<file path="src/hw/rtl/gbp_pkg.sv">
`timescale 1ns / 1ps
// ----------------------------------------------------------------------------
// gbp_pkg
// Shared widths, limits and register indexes of the grid block partitioner.
// ----------------------------------------------------------------------------
package gbp_pkg;

  localparam int CELL_W  = 13;
  localparam int RANK_W  = 11;
  localparam int ID_W    = 10;
  localparam int OFF_W   = 12;
  localparam int MASK_W  = 4;
  localparam int PROD_W  = CELL_W + RANK_W;
  localparam int COST_W  = PROD_W + 1;
  localparam int DATA_W  = 32;
  localparam int ADDR_W  = 4;
  localparam int DIV_STEPS = CELL_W;
  localparam int DCNT_W  = $clog2(DIV_STEPS);

  localparam logic [CELL_W-1:0] MAX_CELLS = CELL_W'(4096);
  localparam logic [RANK_W-1:0] MAX_RANKS = RANK_W'(1024);

  typedef logic [1:0] reg_idx_t;
  localparam reg_idx_t REG_CELLS_X    = 2'd0;
  localparam reg_idx_t REG_CELLS_Y    = 2'd1;
  localparam reg_idx_t REG_RANK_COUNT = 2'd2;

  typedef struct packed {
    logic [RANK_W-1:0] procs_x;
    logic [RANK_W-1:0] procs_y;
    logic [CELL_W-1:0] local_x;
    logic [CELL_W-1:0] local_y;
    logic [OFF_W-1:0]  offset_x;
    logic [OFF_W-1:0]  offset_y;
    logic [MASK_W-1:0] boundary_mask;
    logic [ID_W-1:0]   left_rank;
    logic [ID_W-1:0]   right_rank;
    logic [ID_W-1:0]   bottom_rank;
    logic [ID_W-1:0]   top_rank;
    logic              lower_left_red;
  } res_t;

endpackage

</file>
<file path="src/hw/rtl/gbp_in_if.sv">
`timescale 1ns / 1ps
// ----------------------------------------------------------------------------
// gbp_in_if
// Query channel: one item names the rank whose partition is asked for.
// ----------------------------------------------------------------------------
interface gbp_in_if import gbp_pkg::*; ();
  logic            valid;
  logic            ready;
  logic [ID_W-1:0] rank_id;

  modport source (output valid, output rank_id, input ready);
  modport sink   (input valid, input rank_id, output ready);
endinterface

</file>
<file path="src/hw/rtl/gbp_out_if.sv">
`timescale 1ns / 1ps
// ----------------------------------------------------------------------------
// gbp_out_if
// Result channel: one item carries the partition of one rank.
// ----------------------------------------------------------------------------
interface gbp_out_if import gbp_pkg::*; ();
  logic              valid;
  logic              ready;
  logic [RANK_W-1:0] procs_x;
  logic [RANK_W-1:0] procs_y;
  logic [CELL_W-1:0] local_x;
  logic [CELL_W-1:0] local_y;
  logic [OFF_W-1:0]  offset_x;
  logic [OFF_W-1:0]  offset_y;
  logic [MASK_W-1:0] boundary_mask;
  logic [ID_W-1:0]   left_rank;
  logic [ID_W-1:0]   right_rank;
  logic [ID_W-1:0]   bottom_rank;
  logic [ID_W-1:0]   top_rank;
  logic              lower_left_red;

  modport source (output valid, output procs_x, output procs_y, output local_x,
                  output local_y, output offset_x, output offset_y,
                  output boundary_mask, output left_rank, output right_rank,
                  output bottom_rank, output top_rank, output lower_left_red,
                  input ready);
  modport sink   (input valid, input procs_x, input procs_y, input local_x,
                  input local_y, input offset_x, input offset_y,
                  input boundary_mask, input left_rank, input right_rank,
                  input bottom_rank, input top_rank, input lower_left_red,
                  output ready);
endinterface

</file>
<file path="src/hw/rtl/grid_block_partitioner_unit.sv">
`timescale 1ns / 1ps
// ----------------------------------------------------------------------------
// grid_block_partitioner_unit
// 2D block decomposition of a global grid among a number of ranks.
// ----------------------------------------------------------------------------
// Usage: write cells_x, cells_y and rank_count over the APB port (byte
// addresses 0, 4 and 8) while the block is idle, then send a rank_id item on
// in_item. The block returns one result item on out_item: the process grid,
// the block size and offset of that rank, its boundary mask, its neighbor
// ranks and the parity of its lower-left cell.
// A query is handled by a sequencer around one restoring divider (one quotient
// bit per cycle) and one registered multiplier. The divisor search tries
// d = 1, 2, ... while d <= n / d, one division a trial, and scores each
// divisor found as both d x n/d and n/d x d; three more divisions and the
// offset products follow. One item is in work at a time; in_item.ready is
// high only while the sequencer is idle.
// The result sits in an output register; a stalled receiver holds it, and a
// following item finishes its work and then waits for that register.
// Reset sets all three registers to 1 and empties the block.
// ----------------------------------------------------------------------------
module grid_block_partitioner_unit import gbp_pkg::*; (
  input  logic              clk,
  input  logic              rst_n,
  gbp_in_if.sink            in_item,
  gbp_out_if.source         out_item,
  input  logic              psel,
  input  logic              penable,
  input  logic              pwrite,
  input  logic [ADDR_W-1:0] paddr,
  input  logic [DATA_W-1:0] pwdata,
  output logic [DATA_W-1:0] prdata,
  output logic              pready
);

  localparam logic [3:0] S_IDLE = 4'd0;
  localparam logic [3:0] S_TDIV = 4'd1;
  localparam logic [3:0] S_TCHK = 4'd2;
  localparam logic [3:0] S_MX   = 4'd3;
  localparam logic [3:0] S_MY   = 4'd4;
  localparam logic [3:0] S_CMP  = 4'd5;
  localparam logic [3:0] S_RDIV = 4'd6;
  localparam logic [3:0] S_XDIV = 4'd7;
  localparam logic [3:0] S_YDIV = 4'd8;
  localparam logic [3:0] S_MOX  = 4'd9;
  localparam logic [3:0] S_MOY  = 4'd10;
  localparam logic [3:0] S_OUT  = 4'd11;

  logic [CELL_W-1:0] cells_x_r, cells_y_r;
  logic [RANK_W-1:0] rank_count_r;

  logic [3:0]        state_r, state_nxt;
  logic [CELL_W-1:0] cx_r, cx_nxt, cy_r, cy_nxt;
  logic [RANK_W-1:0] n_r, n_nxt;
  logic [ID_W-1:0]   rank_r, rank_nxt;
  logic [RANK_W-1:0] d_r, d_nxt;
  logic [COST_W-1:0] best_r, best_nxt;
  logic [RANK_W-1:0] px_r, px_nxt, py_r, py_nxt;
  logic [RANK_W-1:0] cand_a_r, cand_a_nxt, cand_b_r, cand_b_nxt;
  logic              cand_swap_r, cand_swap_nxt;
  logic [PROD_W-1:0] acc_r, acc_nxt, prod_r, prod_nxt;
  logic [RANK_W-1:0] col_r, col_nxt;
  logic [ID_W-1:0]   row_r, row_nxt;
  logic [CELL_W-1:0] bx_r, bx_nxt, by_r, by_nxt;
  logic [RANK_W-1:0] rx_r, rx_nxt, ry_r, ry_nxt;
  logic [CELL_W-1:0] ox_r, ox_nxt;
  logic              out_valid_r, out_valid_nxt;
  res_t              res_r, res_nxt;

  logic [CELL_W-1:0] div_num_r, div_num_nxt;
  logic [RANK_W-1:0] div_den_r, div_den_nxt;
  logic [CELL_W-1:0] div_quo_r, div_quo_nxt;
  logic [RANK_W-1:0] div_rem_r, div_rem_nxt;
  logic [DCNT_W-1:0] div_cnt_r, div_cnt_nxt;

  logic [RANK_W:0]   div_trial;
  logic              div_ge;
  logic [CELL_W-1:0] quo_step;
  logic [RANK_W-1:0] rem_step;
  logic              div_last;

  logic [CELL_W-1:0] mul_a;
  logic [RANK_W-1:0] mul_b;
  logic [COST_W-1:0] cost;
  logic [CELL_W-1:0] in_cx, in_cy;
  logic [RANK_W-1:0] in_n;
  logic [ID_W-1:0]   in_rank;
  logic [CELL_W-1:0] oy, min_x, min_y;
  logic [RANK_W-1:0] rank_ext;
  logic              cfg_wr;

  // Configuration port.
  assign pready = 1'b1;
  assign cfg_wr = psel && penable && pwrite;

  always_comb begin
    case (reg_idx_t'(paddr[3:2]))
      REG_CELLS_X:    prdata = DATA_W'(cells_x_r);
      REG_CELLS_Y:    prdata = DATA_W'(cells_y_r);
      REG_RANK_COUNT: prdata = DATA_W'(rank_count_r);
      default:        prdata = '0;
    endcase
  end

  // Restoring divider step.
  assign div_trial = {div_rem_r, div_num_r[CELL_W-1]};
  assign div_ge    = div_trial >= {1'b0, div_den_r};
  assign rem_step  = div_ge ? RANK_W'(div_trial - {1'b0, div_den_r})
                            : RANK_W'(div_trial);
  assign quo_step  = {div_quo_r[CELL_W-2:0], div_ge};
  assign div_last  = div_cnt_r == DCNT_W'(DIV_STEPS - 1);

  // Shared multiplier operand selection.
  always_comb begin
    case (state_r)
      S_MX: begin
        mul_a = cx_r;
        mul_b = cand_a_r - RANK_W'(1);
      end
      S_MY: begin
        mul_a = cy_r;
        mul_b = cand_b_r - RANK_W'(1);
      end
      S_MOX: begin
        mul_a = bx_r;
        mul_b = col_r;
      end
      S_MOY, S_OUT: begin
        mul_a = by_r;
        mul_b = RANK_W'(row_r);
      end
      default: begin
        mul_a = '0;
        mul_b = '0;
      end
    endcase
  end
  assign prod_nxt = PROD_W'(mul_a) * PROD_W'(mul_b);

  assign cost = COST_W'(acc_r) + COST_W'(prod_r);

  assign in_cx = (cells_x_r == '0) ? CELL_W'(1) :
                 (cells_x_r > MAX_CELLS) ? MAX_CELLS : cells_x_r;
  assign in_cy = (cells_y_r == '0) ? CELL_W'(1) :
                 (cells_y_r > MAX_CELLS) ? MAX_CELLS : cells_y_r;
  assign in_n  = (rank_count_r == '0) ? RANK_W'(1) :
                 (rank_count_r > MAX_RANKS) ? MAX_RANKS : rank_count_r;
  assign in_rank = (RANK_W'(in_item.rank_id) >= in_n) ? ID_W'(in_n - RANK_W'(1))
                                                      : in_item.rank_id;

  assign rank_ext = RANK_W'(rank_r);
  assign min_x = CELL_W'((col_r < rx_r) ? col_r : rx_r);
  assign min_y = CELL_W'((RANK_W'(row_r) < ry_r) ? RANK_W'(row_r) : ry_r);
  assign oy    = prod_r[CELL_W-1:0] + min_y;

  always_comb begin
    state_nxt     = state_r;
    cx_nxt        = cx_r;
    cy_nxt        = cy_r;
    n_nxt         = n_r;
    rank_nxt      = rank_r;
    d_nxt         = d_r;
    best_nxt      = best_r;
    px_nxt        = px_r;
    py_nxt        = py_r;
    cand_a_nxt    = cand_a_r;
    cand_b_nxt    = cand_b_r;
    cand_swap_nxt = cand_swap_r;
    acc_nxt       = acc_r;
    col_nxt       = col_r;
    row_nxt       = row_r;
    bx_nxt        = bx_r;
    by_nxt        = by_r;
    rx_nxt        = rx_r;
    ry_nxt        = ry_r;
    ox_nxt        = ox_r;
    res_nxt       = res_r;
    out_valid_nxt = out_valid_r && !out_item.ready;
    div_num_nxt   = {div_num_r[CELL_W-2:0], 1'b0};
    div_den_nxt   = div_den_r;
    div_quo_nxt   = quo_step;
    div_rem_nxt   = rem_step;
    div_cnt_nxt   = div_cnt_r + DCNT_W'(1);

    case (state_r)
      S_IDLE: begin
        if (in_item.valid) begin
          cx_nxt      = in_cx;
          cy_nxt      = in_cy;
          n_nxt       = in_n;
          rank_nxt    = in_rank;
          d_nxt       = RANK_W'(1);
          best_nxt    = '1;
          div_num_nxt = CELL_W'(in_n);
          div_den_nxt = RANK_W'(1);
          div_quo_nxt = '0;
          div_rem_nxt = '0;
          div_cnt_nxt = '0;
          state_nxt   = S_TDIV;
        end
      end
      S_TDIV: begin
        if (div_last) begin
          state_nxt = S_TCHK;
        end
      end
      S_TCHK: begin
        if (div_quo_r < CELL_W'(d_r)) begin
          div_num_nxt = CELL_W'(rank_r);
          div_den_nxt = px_r;
          div_quo_nxt = '0;
          div_rem_nxt = '0;
          div_cnt_nxt = '0;
          state_nxt   = S_RDIV;
        end else if (div_rem_r == '0) begin
          cand_a_nxt    = d_r;
          cand_b_nxt    = RANK_W'(div_quo_r);
          cand_swap_nxt = 1'b0;
          state_nxt     = S_MX;
        end else begin
          d_nxt       = d_r + RANK_W'(1);
          div_num_nxt = CELL_W'(n_r);
          div_den_nxt = d_r + RANK_W'(1);
          div_quo_nxt = '0;
          div_rem_nxt = '0;
          div_cnt_nxt = '0;
          state_nxt   = S_TDIV;
        end
      end
      S_MX: begin
        state_nxt = S_MY;
      end
      S_MY: begin
        acc_nxt   = prod_r;
        state_nxt = S_CMP;
      end
      S_CMP: begin
        if ((cost < best_r) || ((cost == best_r) && (cand_a_r < px_r))) begin
          best_nxt = cost;
          px_nxt   = cand_a_r;
          py_nxt   = cand_b_r;
        end
        if (!cand_swap_r) begin
          cand_a_nxt    = cand_b_r;
          cand_b_nxt    = cand_a_r;
          cand_swap_nxt = 1'b1;
          state_nxt     = S_MX;
        end else begin
          d_nxt       = d_r + RANK_W'(1);
          div_num_nxt = CELL_W'(n_r);
          div_den_nxt = d_r + RANK_W'(1);
          div_quo_nxt = '0;
          div_rem_nxt = '0;
          div_cnt_nxt = '0;
          state_nxt   = S_TDIV;
        end
      end
      S_RDIV: begin
        if (div_last) begin
          col_nxt     = rem_step;
          row_nxt     = ID_W'(quo_step);
          div_num_nxt = cx_r;
          div_den_nxt = px_r;
          div_quo_nxt = '0;
          div_rem_nxt = '0;
          div_cnt_nxt = '0;
          state_nxt   = S_XDIV;
        end
      end
      S_XDIV: begin
        if (div_last) begin
          bx_nxt      = quo_step;
          rx_nxt      = rem_step;
          div_num_nxt = cy_r;
          div_den_nxt = py_r;
          div_quo_nxt = '0;
          div_rem_nxt = '0;
          div_cnt_nxt = '0;
          state_nxt   = S_YDIV;
        end
      end
      S_YDIV: begin
        if (div_last) begin
          by_nxt    = quo_step;
          ry_nxt    = rem_step;
          state_nxt = S_MOX;
        end
      end
      S_MOX: begin
        state_nxt = S_MOY;
      end
      S_MOY: begin
        ox_nxt    = prod_r[CELL_W-1:0] + min_x;
        state_nxt = S_OUT;
      end
      S_OUT: begin
        if (!out_valid_r || out_item.ready) begin
          res_nxt.procs_x  = px_r;
          res_nxt.procs_y  = py_r;
          res_nxt.local_x  = bx_r + CELL_W'(col_r < rx_r);
          res_nxt.local_y  = by_r + CELL_W'(RANK_W'(row_r) < ry_r);
          res_nxt.offset_x = OFF_W'(ox_r);
          res_nxt.offset_y = OFF_W'(oy);
          res_nxt.boundary_mask  = '0;
          res_nxt.left_rank      = '0;
          res_nxt.right_rank     = '0;
          res_nxt.bottom_rank    = '0;
          res_nxt.top_rank       = '0;
          if (col_r == '0) begin
            res_nxt.boundary_mask[0] = 1'b1;
          end else begin
            res_nxt.left_rank = rank_r - ID_W'(1);
          end
          if (col_r == px_r - RANK_W'(1)) begin
            res_nxt.boundary_mask[1] = 1'b1;
          end else begin
            res_nxt.right_rank = rank_r + ID_W'(1);
          end
          if (rank_ext < px_r) begin
            res_nxt.boundary_mask[2] = 1'b1;
          end else begin
            res_nxt.bottom_rank = ID_W'(rank_ext - px_r);
          end
          if (rank_ext >= n_r - px_r) begin
            res_nxt.boundary_mask[3] = 1'b1;
          end else begin
            res_nxt.top_rank = ID_W'(rank_ext + px_r);
          end
          res_nxt.lower_left_red = ~(ox_r[0] ^ oy[0]);
          out_valid_nxt = 1'b1;
          state_nxt     = S_IDLE;
        end
      end
      default: begin
        state_nxt = S_IDLE;
      end
    endcase
  end

  always_ff @(posedge clk) begin
    if (!rst_n) begin
      state_r      <= S_IDLE;
      out_valid_r  <= 1'b0;
      cells_x_r    <= CELL_W'(1);
      cells_y_r    <= CELL_W'(1);
      rank_count_r <= RANK_W'(1);
    end else begin
      state_r     <= state_nxt;
      out_valid_r <= out_valid_nxt;
      if (cfg_wr) begin
        case (reg_idx_t'(paddr[3:2]))
          REG_CELLS_X:    cells_x_r    <= pwdata[CELL_W-1:0];
          REG_CELLS_Y:    cells_y_r    <= pwdata[CELL_W-1:0];
          REG_RANK_COUNT: rank_count_r <= pwdata[RANK_W-1:0];
          default: begin
          end
        endcase
      end
    end
  end

  always_ff @(posedge clk) begin
    cx_r        <= cx_nxt;
    cy_r        <= cy_nxt;
    n_r         <= n_nxt;
    rank_r      <= rank_nxt;
    d_r         <= d_nxt;
    best_r      <= best_nxt;
    px_r        <= px_nxt;
    py_r        <= py_nxt;
    cand_a_r    <= cand_a_nxt;
    cand_b_r    <= cand_b_nxt;
    cand_swap_r <= cand_swap_nxt;
    acc_r       <= acc_nxt;
    prod_r      <= prod_nxt;
    col_r       <= col_nxt;
    row_r       <= row_nxt;
    bx_r        <= bx_nxt;
    by_r        <= by_nxt;
    rx_r        <= rx_nxt;
    ry_r        <= ry_nxt;
    ox_r        <= ox_nxt;
    res_r       <= res_nxt;
    div_num_r   <= div_num_nxt;
    div_den_r   <= div_den_nxt;
    div_quo_r   <= div_quo_nxt;
    div_rem_r   <= div_rem_nxt;
    div_cnt_r   <= div_cnt_nxt;
  end

  assign in_item.ready           = state_r == S_IDLE;
  assign out_item.valid          = out_valid_r;
  assign out_item.procs_x        = res_r.procs_x;
  assign out_item.procs_y        = res_r.procs_y;
  assign out_item.local_x        = res_r.local_x;
  assign out_item.local_y        = res_r.local_y;
  assign out_item.offset_x       = res_r.offset_x;
  assign out_item.offset_y       = res_r.offset_y;
  assign out_item.boundary_mask  = res_r.boundary_mask;
  assign out_item.left_rank      = res_r.left_rank;
  assign out_item.right_rank     = res_r.right_rank;
  assign out_item.bottom_rank    = res_r.bottom_rank;
  assign out_item.top_rank       = res_r.top_rank;
  assign out_item.lower_left_red = res_r.lower_left_red;

  // The chosen process grid must tile the rank count exactly.
  a_grid_product: assert property (@(posedge clk) disable iff (!rst_n)
    (state_r == S_MOX) |-> ((22'(px_r) * 22'(py_r)) == 22'(n_r)))
    else $error("process grid does not match rank count");

  // The column of the rank lies inside the process grid.
  a_col_range: assert property (@(posedge clk) disable iff (!rst_n)
    (state_r == S_MOX) |-> (col_r < px_r))
    else $error("rank column outside process grid");

  // Division remainders stay below their divisors.
  a_rem_range: assert property (@(posedge clk) disable iff (!rst_n)
    (state_r == S_MOX) |-> ((rx_r < px_r) && (ry_r < py_r)))
    else $error("cell remainder not below process count");

  // An accepted item makes the block busy in the next cycle.
  a_busy: assert property (@(posedge clk) disable iff (!rst_n)
    (in_item.valid && in_item.ready) |=> !in_item.ready)
    else $error("block ready right after accepting an item");

endmodule

</file>
<file path="src/flat_wrapper.sv">
// flat-port wrapper written by rule: the top's interface ports become plain ports
module grid_block_partitioner_unit_flat import gbp_pkg::*;
  (clk, rst_n, psel, penable, pwrite, paddr, pwdata, prdata, pready, in_item_valid, in_item_rank_id, in_item_ready, out_item_valid, out_item_procs_x, out_item_procs_y, out_item_local_x, out_item_local_y, out_item_offset_x, out_item_offset_y, out_item_boundary_mask, out_item_left_rank, out_item_right_rank, out_item_bottom_rank, out_item_top_rank, out_item_lower_left_red, out_item_ready);
  gbp_in_if in_item_i ();
  gbp_out_if out_item_i ();
  input  logic clk;
  input  logic rst_n;
  input  logic psel;
  input  logic penable;
  input  logic pwrite;
  input  logic [ADDR_W-1:0] paddr;
  input  logic [DATA_W-1:0] pwdata;
  output logic [DATA_W-1:0] prdata;
  output logic pready;
  input wire logic [$bits(in_item_i.valid)-1:0] in_item_valid;
  input wire logic [$bits(in_item_i.rank_id)-1:0] in_item_rank_id;
  output wire logic [$bits(in_item_i.ready)-1:0] in_item_ready;
  output wire logic [$bits(out_item_i.valid)-1:0] out_item_valid;
  output wire logic [$bits(out_item_i.procs_x)-1:0] out_item_procs_x;
  output wire logic [$bits(out_item_i.procs_y)-1:0] out_item_procs_y;
  output wire logic [$bits(out_item_i.local_x)-1:0] out_item_local_x;
  output wire logic [$bits(out_item_i.local_y)-1:0] out_item_local_y;
  output wire logic [$bits(out_item_i.offset_x)-1:0] out_item_offset_x;
  output wire logic [$bits(out_item_i.offset_y)-1:0] out_item_offset_y;
  output wire logic [$bits(out_item_i.boundary_mask)-1:0] out_item_boundary_mask;
  output wire logic [$bits(out_item_i.left_rank)-1:0] out_item_left_rank;
  output wire logic [$bits(out_item_i.right_rank)-1:0] out_item_right_rank;
  output wire logic [$bits(out_item_i.bottom_rank)-1:0] out_item_bottom_rank;
  output wire logic [$bits(out_item_i.top_rank)-1:0] out_item_top_rank;
  output wire logic [$bits(out_item_i.lower_left_red)-1:0] out_item_lower_left_red;
  input wire logic [$bits(out_item_i.ready)-1:0] out_item_ready;
  assign in_item_i.valid = in_item_valid;
  assign in_item_i.rank_id = in_item_rank_id;
  assign in_item_ready = in_item_i.ready;
  assign out_item_valid = out_item_i.valid;
  assign out_item_procs_x = out_item_i.procs_x;
  assign out_item_procs_y = out_item_i.procs_y;
  assign out_item_local_x = out_item_i.local_x;
  assign out_item_local_y = out_item_i.local_y;
  assign out_item_offset_x = out_item_i.offset_x;
  assign out_item_offset_y = out_item_i.offset_y;
  assign out_item_boundary_mask = out_item_i.boundary_mask;
  assign out_item_left_rank = out_item_i.left_rank;
  assign out_item_right_rank = out_item_i.right_rank;
  assign out_item_bottom_rank = out_item_i.bottom_rank;
  assign out_item_top_rank = out_item_i.top_rank;
  assign out_item_lower_left_red = out_item_i.lower_left_red;
  assign out_item_i.ready = out_item_ready;
  grid_block_partitioner_unit u_core (.clk(clk), .rst_n(rst_n), .in_item(in_item_i), .out_item(out_item_i), .psel(psel), .penable(penable), .pwrite(pwrite), .paddr(paddr), .pwdata(pwdata), .prdata(prdata), .pready(pready));
endmodule
</file>
<file path="config.mk">
export PLATFORM = sky130hd
export DESIGN_NAME = grid_block_partitioner_unit_flat
export DESIGN_NICKNAME = d
export VERILOG_FILES = /design/src/hw/rtl/gbp_pkg.sv /design/src/hw/rtl/gbp_in_if.sv /design/src/hw/rtl/gbp_out_if.sv /design/src/hw/rtl/grid_block_partitioner_unit.sv /design/src/flat_wrapper.sv
export SDC_FILE = /design/constraint.sdc
export NUM_CORES = 1
export LEC_CHECK = 0
export ABC_AREA = 1
export BUFFER_PORTS_ARGS = -buffer_cell sky130_fd_sc_hd__buf_2
export CORE_MARGIN = 5
export CORE_UTILIZATION = 40
export DETAILED_ROUTE_END_ITERATION = 8
export GPL_ROUTABILITY_DRIVEN = 0
export MAX_ROUTING_LAYER = met4
export PLACE_DENSITY = 0.58
export SLEW_MARGIN = 5
export SYNTH_ARGS = -nofsm -noshare
export SYNTH_HDL_FRONTEND = slang
export SYNTH_SLANG_ARGS = --single-unit
</file>
<file path="constraint.sdc">
create_clock -name clk -period 11.9 [get_ports clk]
set_input_delay 1.19 -clock clk [delete_from_list [all_inputs] [get_ports clk]]
set_output_delay 1.19 -clock clk [all_outputs]
set_load 0.02 [all_outputs]
</file>
==> flow_summary.yaml, run 1 <==
detailed_routing:
  drt_iter0_markers: 1693
  antenna_left: 0
  via_count: 23900
  wirelength_mm: 85.9
  drc: 0
  wl_per_cell_um: 18.4
  viasPerCell: 5.13
  drt_first_pass_iters: 6
sta:
  max_slew_margin_pct: 22.7
  fin_skew_ns: 0.0277
  finalMaxSlewViolations: 0
  hold_viol: 0
  rsz0062_at_grt: "false"
  fin_crit_sh_pct: 61.0
  setup_viol: 0
  fmax_ghz: 0.138
  fin_setup_tns_ns: 0
  min_period_ns: 7.25
  worst_pin_slew_ns: 1.16
floorplan:
  die_area_um2: 82000
  io_pins: 205
  fp.dieW_um: 286
  core_area_um2: 75800
  fp-row-count: 101
  start_util_pct: 40.3
  dieHeight_um: 286
synth:
  syn_area_per_cell_um2: 8.77
  seq_area_frac_synth_pct: 42.5
  synth_cells: 3483
  synth_top_flop_cell: "edfxtp_1"
  synth_edf_count: 361
  synth_cell_types: 54
  async_flop_share_pct: 0
  synth_area_um2: 30600
  yosys_warnings: 0
  ys_ff_latch: 468
power_and_ir_drop:
  comb_power_share_pct: 32.0
  p_sw_share_pct: 37.5
  seqPwrFrac_pct: 39.4
  power_density_nw_per_um2: 167
  ir_drop_v: 0.000110
  power_switching_w: 0.00214
  power.leakage_nw: 15.3
  pwr-share-clk_pct: 28.6
  p_int_w: 0.00356
clocking:
  cts_resized: 0
  clock_path_buffers: 3
  postCtsHoldBufs: 0
  cts_tree: "built"
  cts_buffers: 52
  clk_pin_slew_ns: 0.06
  htreeDepth: 2
  postCtsSetupRepairBufs: 0
  cts_sinks: 468
  clock_latency_ns: 0.62
  cts-root-buf: "clkbuf_16"
global_route:
  grt_pass1_vias: 23100
  grt_pass1_wl_mm: 132
  grt_overflow: 0
  antenna_found_initial: 0
  grt_max_degree: 64
  grt_use_total_pct: 21.1
run_status:
  status: "finished, final reports clean"
critical_path:
  worstPathArrival_ns: 7.77
  max_stage_delay_ns: 0.57
  reg2reg_depth: 25
  cpMaxStageDelayCell: "nor2_2"
  start_kind: "flop"
  path_class: "flop to flop"
  crit_fanout: 15
  crit_path_end_kind: "flop"
  crit_required_ns: 12.42
job:
  drv_cap: 0
final_layout:
  n_antenna_cell: 0
  area_growth_pct: 11.6
  final_common_cell: "nand2_1"
  n_fill_cell: 7497
  layout_common_cells: "683 x nand2_1, 559 x inv_1, 361 x edfxtp_1"
  drive_gt1_share_pct: 9.14
  final_util_pct: 45.0
  fin_nets: 4048
min_path:
  min_path_type: "flop to flop"
  whs_path_depth: 0
placed_design:
  hpwl_mm: 67.6
  portBuffers: 163
==> cell usage after synthesis, types with 3 or more instances <==
| master | n | area [µm²] |
|---|---|---|
| a21boi_0 | 6 | 45.0 |
| a21o_1 | 10 | 75.1 |
| a21oi_1 | 226 | 1130 |
| a221oi_1 | 7 | 61.3 |
| a22o_1 | 3 | 26.3 |
| a31oi_1 | 9 | 56.3 |
| and2_1 | 3 | 18.8 |
| buf_2 | 19 | 95.1 |
| buf_4 | 22 | 165 |
| clkbuf_1 | 41 | 154 |
| dfxtp_1 | 107 | 2140 |
| edfxtp_1 | 361 | 10800 |
| fa_1 | 105 | 2100 |
| ha_1 | 244 | 3050 |
| inv_1 | 559 | 2100 |
| inv_2 | 19 | 71.3 |
| nand2_1 | 683 | 2560 |
| nand2_2 | 10 | 62.6 |
| nand3_1 | 167 | 836 |
| nand3_2 | 4 | 40.0 |
| nand3b_1 | 11 | 82.6 |
| nand4_1 | 62 | 388 |
| nor2_1 | 319 | 1200 |
| nor2_2 | 12 | 75.1 |
| nor2_4 | 3 | 33.8 |
| nor3_1 | 26 | 130 |
| nor3b_1 | 6 | 45.0 |
| nor4_1 | 12 | 75.1 |
| o211ai_1 | 7 | 52.6 |
| o21a_1 | 6 | 45.0 |
| o21ai_0 | 192 | 961 |
| o21ai_1 | 5 | 25.0 |
| o21bai_1 | 12 | 90.1 |
| o221ai_1 | 11 | 96.3 |
| o22ai_1 | 15 | 93.8 |
| o31ai_1 | 3 | 22.5 |
| or2_2 | 18 | 113 |
| xnor2_1 | 32 | 280 |
| xor2_1 | 103 | 902 |
==> state kept, by name, summed over array words and instances, names as in the netlist, 12 cells and up <==
name / cells
u_core.prod_r: 24
u_core.best_r: 25
u_core.cy_r: 13
u_core.cells_y_r: 13
u_core.ox_r: 12
u_core.bx_r: 13
u_core.cx_r: 13
u_core.out_item.local_y: 13
u_core.out_item.offset_x: 12
u_core.out_item.local_x: 13
u_core.div_num_r: 13
u_core.out_item.offset_y: 12
u_core.acc_r: 24
u_core.div_quo_r: 13
u_core.by_r: 13
u_core.cells_x_r: 13
==> metal layers <==
metal  GRT usage, %  share of wire (%)
met5              -                  0
met4           5.81                2.9
met3           2.33                4.9
met2           34.6                 47
met1           27.9                 45
==> area by class of cell <==
cell class | count | area, µm² | area share [%]
timing repair buffer | 175 | 906 | 2.66
clock inverter | 22 | 206 | 0.605
clock buffer | 75 | 1550 | 4.54
tap | 978 | 1220 | 3.59
inverter | 578 | 2170 | 6.36
sequential | 468 | 13000 | 38.1
multi-input combinational | 2371 | 15100 | 44.2
==> power groups by stage <==
stage	registers, W	logic, W	clock network (W)
floorplan	0.00220	0.00133	0
global placement	0.00228	0.00180	0
detailed placement	0.00228	0.00181	0
CTS	0.00225	0.00182	0.00166
global route	0.00226	0.00206	0.00173
finish	0.00225	0.00182	0.00163
==> final timing paths <==
check	from	slack [ns]	end
max	u_core.state_r[3]$_SDFFE_PN0P_	4.65	u_core.prod_r[19]$_DFF_P_
min	u_core.ox_r[10]$_DFFE_PN_	0.42	u_core.out_item.offset_x[10]$_DFFE_PP_
max reg2reg	u_core.state_r[3]$_SDFFE_PN0P_	4.65	u_core.prod_r[19]$_DFF_P_
min reg2reg	u_core.ox_r[10]$_DFFE_PN_	0.42	u_core.out_item.offset_x[10]$_DFFE_PP_
==> cells by family after synthesis <==
kind of cell    after synthesis  synth area share [%]
xor+xnor                    135                  3.87
buf+inv                     663                  8.54
flops                       468                  42.5
other cells                   2                0.0246
fa+ha+maj                   349                  16.9
compound gates              524                  9.44
simple gates               1342                  18.8
==> through the flow <==
step | worst slack (ns) | hold slack [ns] | std cells | area [µm²] | total power (W)
floorplan | 4.37 | 0.400 | 3502 | 30600 | 0.00353
global placement | 4.84 | 0.404 | 4570 | 32400 | 0.00408
detailed placement | 4.80 | 0.405 | 4570 | 32400 | 0.00409
CTS | 4.72 | 0.416 | 4667 | 34100 | 0.00573
global route | 4.19 | 0.424 | 4667 | 34100 | 0.00606
finish | 4.65 | 0.418 | 4667 | 34100 | 0.00570
==> worst max-delay path, delay by kind of cell, from the launching register on <==
kind,cells,cell delay (ns)
simple gates,8,1.84
buf+inv,7,0.85
xor+xnor,1,0.15
compound gates,3,1.04
fa+ha+maj,6,2.88
flops,1,0.36
Note: power is estimated with default switching activity, not from simulation.
==> run 2, diff against run 1 <==
--- a/config.mk
+++ b/config.mk
@@ -12,7 +12,7 @@
 export DETAILED_ROUTE_END_ITERATION = 8
 export GPL_ROUTABILITY_DRIVEN = 0
 export MAX_ROUTING_LAYER = met4
-export PLACE_DENSITY = 0.58
+export PLACE_DENSITY = 0.6
 export SLEW_MARGIN = 5
 export SYNTH_ARGS = -nofsm -noshare
 export SYNTH_HDL_FRONTEND = slang
==> constraint.sdc (replaced) <==
create_clock -name clk -period 5.9 [get_ports clk]
set_input_delay 0.59 -clock clk [delete_from_list [all_inputs] [get_ports clk]]
set_output_delay 0.59 -clock clk [all_outputs]
set_load 0.02 [all_outputs]
==> run 2 against run 1 <==
Compared with the run above:
- worst setup slack lost 4.4 ns
- die area stayed put
- sequential power increased by 100%
- worst hold slack worse by 0.19 ns
- via count grew 2.2%
- critical path depth up 2
- combinational power increased by 120%
- largest power group unchanged
==> flow_summary.yaml, run 2 (same netlist as run 1, synthesis figures left out) <==
run_status:
  status: "finished, final reports clean"
sta:
  fmax_ghz: 0.175
  max_slew_margin_pct: 30.2
  min_period_ns: 5.70
  fin_skew_ns: 0.0801
  fin_crit_sh_pct: 96.7
  setup_viol: 0
  rsz0062_at_grt: "true"
  worst_pin_slew_ns: 1.04
  finalMaxSlewViolations: 0
  hold_viol: 0
detailed_routing:
  wl_per_cell_um: 18.0
  viasPerCell: 5.08
  via_count: 24500
  drt_first_pass_iters: 5
  drc: 0
  drt_iter0_markers: 1789
  wirelength_mm: 86.8
  antenna_left: 0
critical_path:
  worstPathArrival_ns: 6.20
  path_buf_inv: 8
  crit_path_end_kind: "flop"
  cp_top_family: "adder cells"
  crit_fanout: 7
  path_depth: 27
  max_stage_delay_ns: 0.55
  reg2reg_depth: 27
  crit_top_cell: "fa_1"
  start_kind: "flop"
  crit_required_ns: 6.40
  path_class: "flop to flop"
  cpMaxStageDelayCell: "fa_1"
clocking:
  htreeDepth: 2
  clock_latency_ns: 0.64
  cts_buffers: 52
  cts_tree: "built"
  cts_sinks: 468
  clk_pin_slew_ns: 0.06
  cts-root-buf: "clkbuf_16"
  clock_path_buffers: 3
final_layout:
  n_antenna_cell: 0
  n_fill_cell: 7266
  largest_register_ffs: 25
  drive_gt1_share_pct: 15.9
  final_util_pct: 47.7
  top_register: "u_core.best_r"
  fin_cells: 4818
  fin_nets: 4198
  area_growth_pct: 18.3
  final_common_cell: "nand2_1"
  layout_common_cells: "646 x nand2_1, 548 x inv_1, 361 x edfxtp_1"
  top_regs: "u_core.best_r (25), u_core.acc_r (24), u_core.prod_r (24)"
  fin_area_um2: 36200
placed_design:
  dp_cells: 4699
  portBuffers: 163
  hpwl_mm: 68.6
  placed_area_um2: 33400
floorplan:
  fp-row-count: 101
  start_util_pct: 40.3
  die_area_um2: 82000
  io_pins: 205
  fp.dieW_um: 286
  core_area_um2: 75800
  dieHeight_um: 286
power_and_ir_drop:
  power_switching_w: 0.00444
  pwr-share-clk_pct: 29.1
  comb_power_share_pct: 33.5
  seqPwrFrac_pct: 37.4
  p_int_w: 0.00764
  ir_drop_v: 0.000209
  power_density_nw_per_um2: 334
  power.leakage_nw: 16.3
  p_sw_share_pct: 36.8
global_route:
  grt_pass1_vias: 23600
  grt_pass1_wl_mm: 132
  grt_overflow: 0
  grt_use_total_pct: 21.0
  antenna_found_initial: 0
  grt_max_degree: 63
job:
  drv_cap: 0
min_path:
  min_path_type: "input port to flop"
  whs_path_depth: 3
==> run 2: through the flow <==
stage | total power (W) | hold WS [ns] | setup WS (ns) | TNS, ns
global placement | 0.00842 | 0.405 | -0.0100 | -0.0100
finish | 0.0121 | 0.226 | 0.197 | 0
detailed placement | 0.00847 | 0.405 | -0.00657 | -0.00738
CTS | 0.0120 | 0.183 | -0.00643 | -0.00643
global route | 0.0128 | 0.199 | -0.0984 | -0.415
floorplan | 0.00711 | 0.400 | 0.166 | 0
==> run 2: worst reg2reg max path, delay by kind of cell, from the launching register on <==
family	cells	cell delay [ns]
flip-flops	1	0.36
AND/OR/NAND/NOR	8	0.87
AO/OA/AOI/OAI	4	0.53
adder cells (fa/ha/maj)	6	2.83
XOR/XNOR	1	0.16
buffers and inverters	8	0.83
==> run 2: repair_timing <==
item / CTS / global route
setup endpoints to repair: 13 / 15
gates resized for setup: 10 / 176
hold buffers: 0 / 0
gates cloned: 0 / 1
pin swaps: 0 / 85
setup buffers: 0 / 20
==> run 2: worst paths after layout <==
path / slack (ns) / endpoint / start
worst min register to register: 0.42 / u_core.out_item.offset_x[1]$_DFFE_PP_ / u_core.ox_r[1]$_DFFE_PN_
worst min-delay path: 0.23 / u_core.cells_y_r[0]$_SDFFE_PN1P_ / pwdata[0]
worst max-delay path: 0.20 / u_core.prod_r[22]$_DFF_P_ / u_core.state_r[2]$_SDFFE_PN0P_
worst max register to register: 0.20 / u_core.prod_r[22]$_DFF_P_ / u_core.state_r[2]$_SDFFE_PN0P_
==> run 2: power by group through the flow <==
stage / sequential [W] / combinational, W / clock, W
after floorplan: 0.00444 / 0.00268 / 0
after global placement: 0.00458 / 0.00384 / 0
after detailed placement: 0.00458 / 0.00389 / 0
after CTS: 0.00452 / 0.00391 / 0.00359
after global routing: 0.00456 / 0.00456 / 0.00373
final: 0.00452 / 0.00405 / 0.00351
==> run 2: area by class of cell <==
type	instances	area (µm²)	share of cell area [%]
tap	978	1220	3.38
multi-input combinational	2371	15700	43.5
clock inverter	34	467	1.29
inverter	578	2180	6.03
sequential	468	13000	35.9
timing repair buffer	325	2140	5.91
clock buffer	64	1420	3.93
==> run 2: layer usage <==
layer	routed length (µm)	up-vias	track usage, %
met4	1970	0	4.54
met2	41600	674	34.8
met3	4810	131	2.67
met1	38400	11500	28.0
li1	-	12100	-
met5	0	-	-
==> run 3, diff against run 2 <==
--- a/config.mk
+++ b/config.mk
@@ -5,14 +5,13 @@
 export SDC_FILE = /design/constraint.sdc
 export NUM_CORES = 1
 export LEC_CHECK = 0
-export ABC_AREA = 1
 export BUFFER_PORTS_ARGS = -buffer_cell sky130_fd_sc_hd__buf_2
 export CORE_MARGIN = 5
 export CORE_UTILIZATION = 40
 export DETAILED_ROUTE_END_ITERATION = 8
 export GPL_ROUTABILITY_DRIVEN = 0
 export MAX_ROUTING_LAYER = met4
-export PLACE_DENSITY = 0.6
+export PLACE_DENSITY = 0.64
 export SLEW_MARGIN = 5
 export SYNTH_ARGS = -nofsm -noshare
 export SYNTH_HDL_FRONTEND = slang
==> run 3 against run 2 <==
Compared with the run above:
- the run now ends with negative setup slack left
- combinational power down 34%
- worst hold slack better by 0.012 ns
- synthesized area down 2.3%
- utilization up 0.47 points
- maximum frequency down 14%
- via count down 6.6%
- cell count down 12%
- first-iteration DRC count up 6.3%
- highest routed layer unchanged
==> flow_summary.yaml, run 3 <==
min_path:
  min_path_type: "input port to flop"
  holdPathEnd: "u_core.cells_x_r[12]$_SDFFE_PN0P_"
  whs_path_depth: 3
  hp-start: "pwdata[12]"
synth:
  synth_cell_types: 80
  synthTopCellsByCount: "361 x edfxtp_1, 320 x nand2_1, 291 x inv_1"
  synth_top_area_share_pct: 36.3
  synth_cells: 2900
  synth_edf_count: 361
  synth_top_flop_cell: "edfxtp_1"
  yosys_warnings: 0
  synth_area_um2: 29800
  synth_most_common_cell: "edfxtp_1"
  seq_area_frac_synth_pct: 43.5
  yosysTopAreaCell: "edfxtp_1"
  ys_ff_latch: 468
  syn_area_per_cell_um2: 10.3
  yosys-top-cells-area: "edfxtp_1 36%, ha_1 10%, dfxtp_1 7.2%"
  async_flop_share_pct: 0
sta:
  worst_slack_ns: -0.725
  max_slew_margin_pct: 23.1
  fin_skew_ns: 0.0258
  worst_pin_slew_ns: 1.15
  fin_setup_tns_ns: -6.55
  setup_viol: 15
  hold_viol: 0
  finalMaxSlewViolations: 0
  fin_crit_sh_pct: 112
  min_period_ns: 6.63
  rsz0062_at_grt: "true"
  fmax_ghz: 0.151
  whs_ns: 0.238
placed_design:
  dp_cells: 4130
  portBuffers: 163
  placed_area_um2: 33100
  hpwl_mm: 62.3
clocking:
  cts_sinks: 468
  htreeDepth: 2
  cts_tree: "built"
  cts_buffers: 53
  cts-root-buf: "clkbuf_16"
  clock_latency_ns: 0.63
  clk_pin_slew_ns: 0.06
  clock_path_buffers: 3
power_and_ir_drop:
  power.leakage_nw: 15.0
  power_density_nw_per_um2: 290
  ir_drop_v: 0.000247
detailed_routing:
  drt_first_pass_iters: 7
  wirelength_mm: 83.2
  antenna_left: 0
  drt_iter0_markers: 1902
  drc: 0
  viasPerCell: 5.36
  wl_per_cell_um: 19.5
  via_count: 22800
global_route:
  grt_pass1_vias: 22700
  grt_pass1_wl_mm: 129
  grt_use_total_pct: 20.7
  antenna_found_initial: 0
  grt_max_degree: 62
  grt_overflow: 0
final_layout:
  n_fill_cell: 6787
  fin_area_um2: 35700
  final_common_cell: "edfxtp_1"
  largest_register_ffs: 25
  drive_gt1_share_pct: 19.9
  fin_cells: 4260
  fin_nets: 3647
  layout_common_cells: "361 x edfxtp_1, 315 x nand2_1, 271 x inv_1"
  area_growth_pct: 19.7
  top_regs: "u_core.best_r (25), u_core.acc_r (24), u_core.prod_r (24)"
  top_register: "u_core.best_r"
critical_path:
  path_class: "flop to flop"
  crit_required_ns: 6.44
  max_stage_delay_ns: 0.61
  cp_top_family: "adder cells"
  crit_top_cell: "fa_1"
  r2r-end: "u_core.prod_r[21]$_DFF_P_"
  start_kind: "flop"
  crit_fanout: 5
  crit_path_end_kind: "flop"
  path_buf_inv: 7
  startpoint: "u_core.state_r[0]$_SDFFE_PN0P_"
  worstPathArrival_ns: 7.16
  cpMaxStageDelayCell: "or4b_4"
  reg2reg_depth: 27
  r2r-start: "u_core.state_r[0]$_SDFFE_PN0P_"
  reg2reg_slack_ns: -0.73
floorplan:
  io_pins: 205
  fp-row-count: 100
  dieHeight_um: 283
  die_area_um2: 80200
  fp.dieW_um: 283
  start_util_pct: 40.2
  core_area_um2: 74200
run_status:
  status: "finished with violations"
  violations: "negative setup slack"
job:
  drv_cap: 0
run 3: cell types whose count changed in the layout (fill, tap and decap cells not counted), sizes merged, moves of 70 or more:
cell	before	now
a21oi	226	110
xnor2	32	116
nand3	172	65
inv	580	296
buf	324	394
nor2	334	198
nor2b	0	81
nand2	695	320
o21ai	198	98
run 3: area by class of cell:
class	instances	area, µm²	share of cell area [%]
Antenna cell	1	2.50	0.00700
Tap cell	969	1210	3.39
Clock inverter	27	284	0.795
Sequential cell	468	13000	36.3
Clock buffer	73	1530	4.27
Multi-Input combinational cell	2035	15900	44.6
Timing Repair Buffer	394	2670	7.47
Inverter	293	1110	3.11
run 3: repair_timing:
item | 4_1_cts | 5_1_grt
setup endpoints to repair | 16 | 17
gates cloned | 0 | 0
buffers inserted | 20 | 17
hold buffers | 0 | 0
pin swaps | 67 | 65
gates resized for setup | 69 | 68
run 3: cells by family after synthesis:
| kind of cell | Yosys count | share of synthesized area, % |
|---|---|---|
| AO/OA/AOI/OAI | 512 | 11.6 |
| buffers and inverters | 416 | 5.58 |
| multiplexers | 74 | 2.60 |
| other | 2 | 0.0252 |
| flip-flops | 468 | 43.5 |
| AND/OR/NAND/NOR | 920 | 14.7 |
| adder cells (fa/ha/maj) | 349 | 17.3 |
| XOR/XNOR | 159 | 4.67 |
run 3: layer usage:
layer	vias to the layer above	GRT usage, %	wire length [µm]
met5	-	-	0
met4	0	5.85	2630
met3	156	4.12	6540
met2	753	32.4	37800
met1	11100	27.6	36200
li1	10900	-	-
run 3: power breakdown:
part	switching, W	internal, W
combinational	0.00165	0.00103
sequential	0.000255	0.00402
clock	0.00142	0.00200
total	0.00333	0.00705
run 3: stage by stage:
| step | total power [W] | setup slack, ns | utilization [%] |
|---|---|---|---|
| floorplan | 0.00606 | -0.888 | - |
| global placement | 0.00689 | -0.824 | 44.6 |
| detailed placement | 0.00692 | -0.943 | 44.6 |
| CTS | 0.0104 | -0.633 | 47.7 |
| global route | 0.0109 | -0.971 | 48.1 |
| finish | 0.0104 | -0.725 | 48.1 |
run 3: worst max path at each step:
stage / slack, ns / cells past startpoint / to
after detailed placement: -0.94 / 24 / u_core.prod_r[20]$_DFF_P_
after global routing: -0.97 / 27 / u_core.prod_r[21]$_DFF_P_
after floorplan: -0.89 / 29 / u_core.prod_r[21]$_DFF_P_
after CTS: -0.63 / 27 / u_core.prod_r[21]$_DFF_P_
final: -0.73 / 27 / u_core.prod_r[21]$_DFF_P_
after global placement: -0.82 / 26 / u_core.prod_r[20]$_DFF_P_
run 3: worst reg2reg max path, stage by stage, from the launching register on:
cell	delay [ns]
dfxtp_2	0.32
or4b_4	0.61
mux2i_4	0.23
ha_4	0.18
buf_4	0.12
nand2b_4	0.06
xor2_1	0.14
a222oi_1	0.33
buf_4	0.22
buf_12	0.11
nor2_4	0.03
fa_1	0.50
inv_2	0.04
fa_1	0.49
inv_2	0.04
fa_1	0.47
fa_1	0.52
inv_1	0.05
fa_1	0.49
inv_2	0.05
ha_4	0.22
a21o_1	0.18
a31o_4	0.22
a21oi_2	0.13
o21ai_2	0.06
a21oi_2	0.16
or4b_4	0.47
o211ai_1	0.10
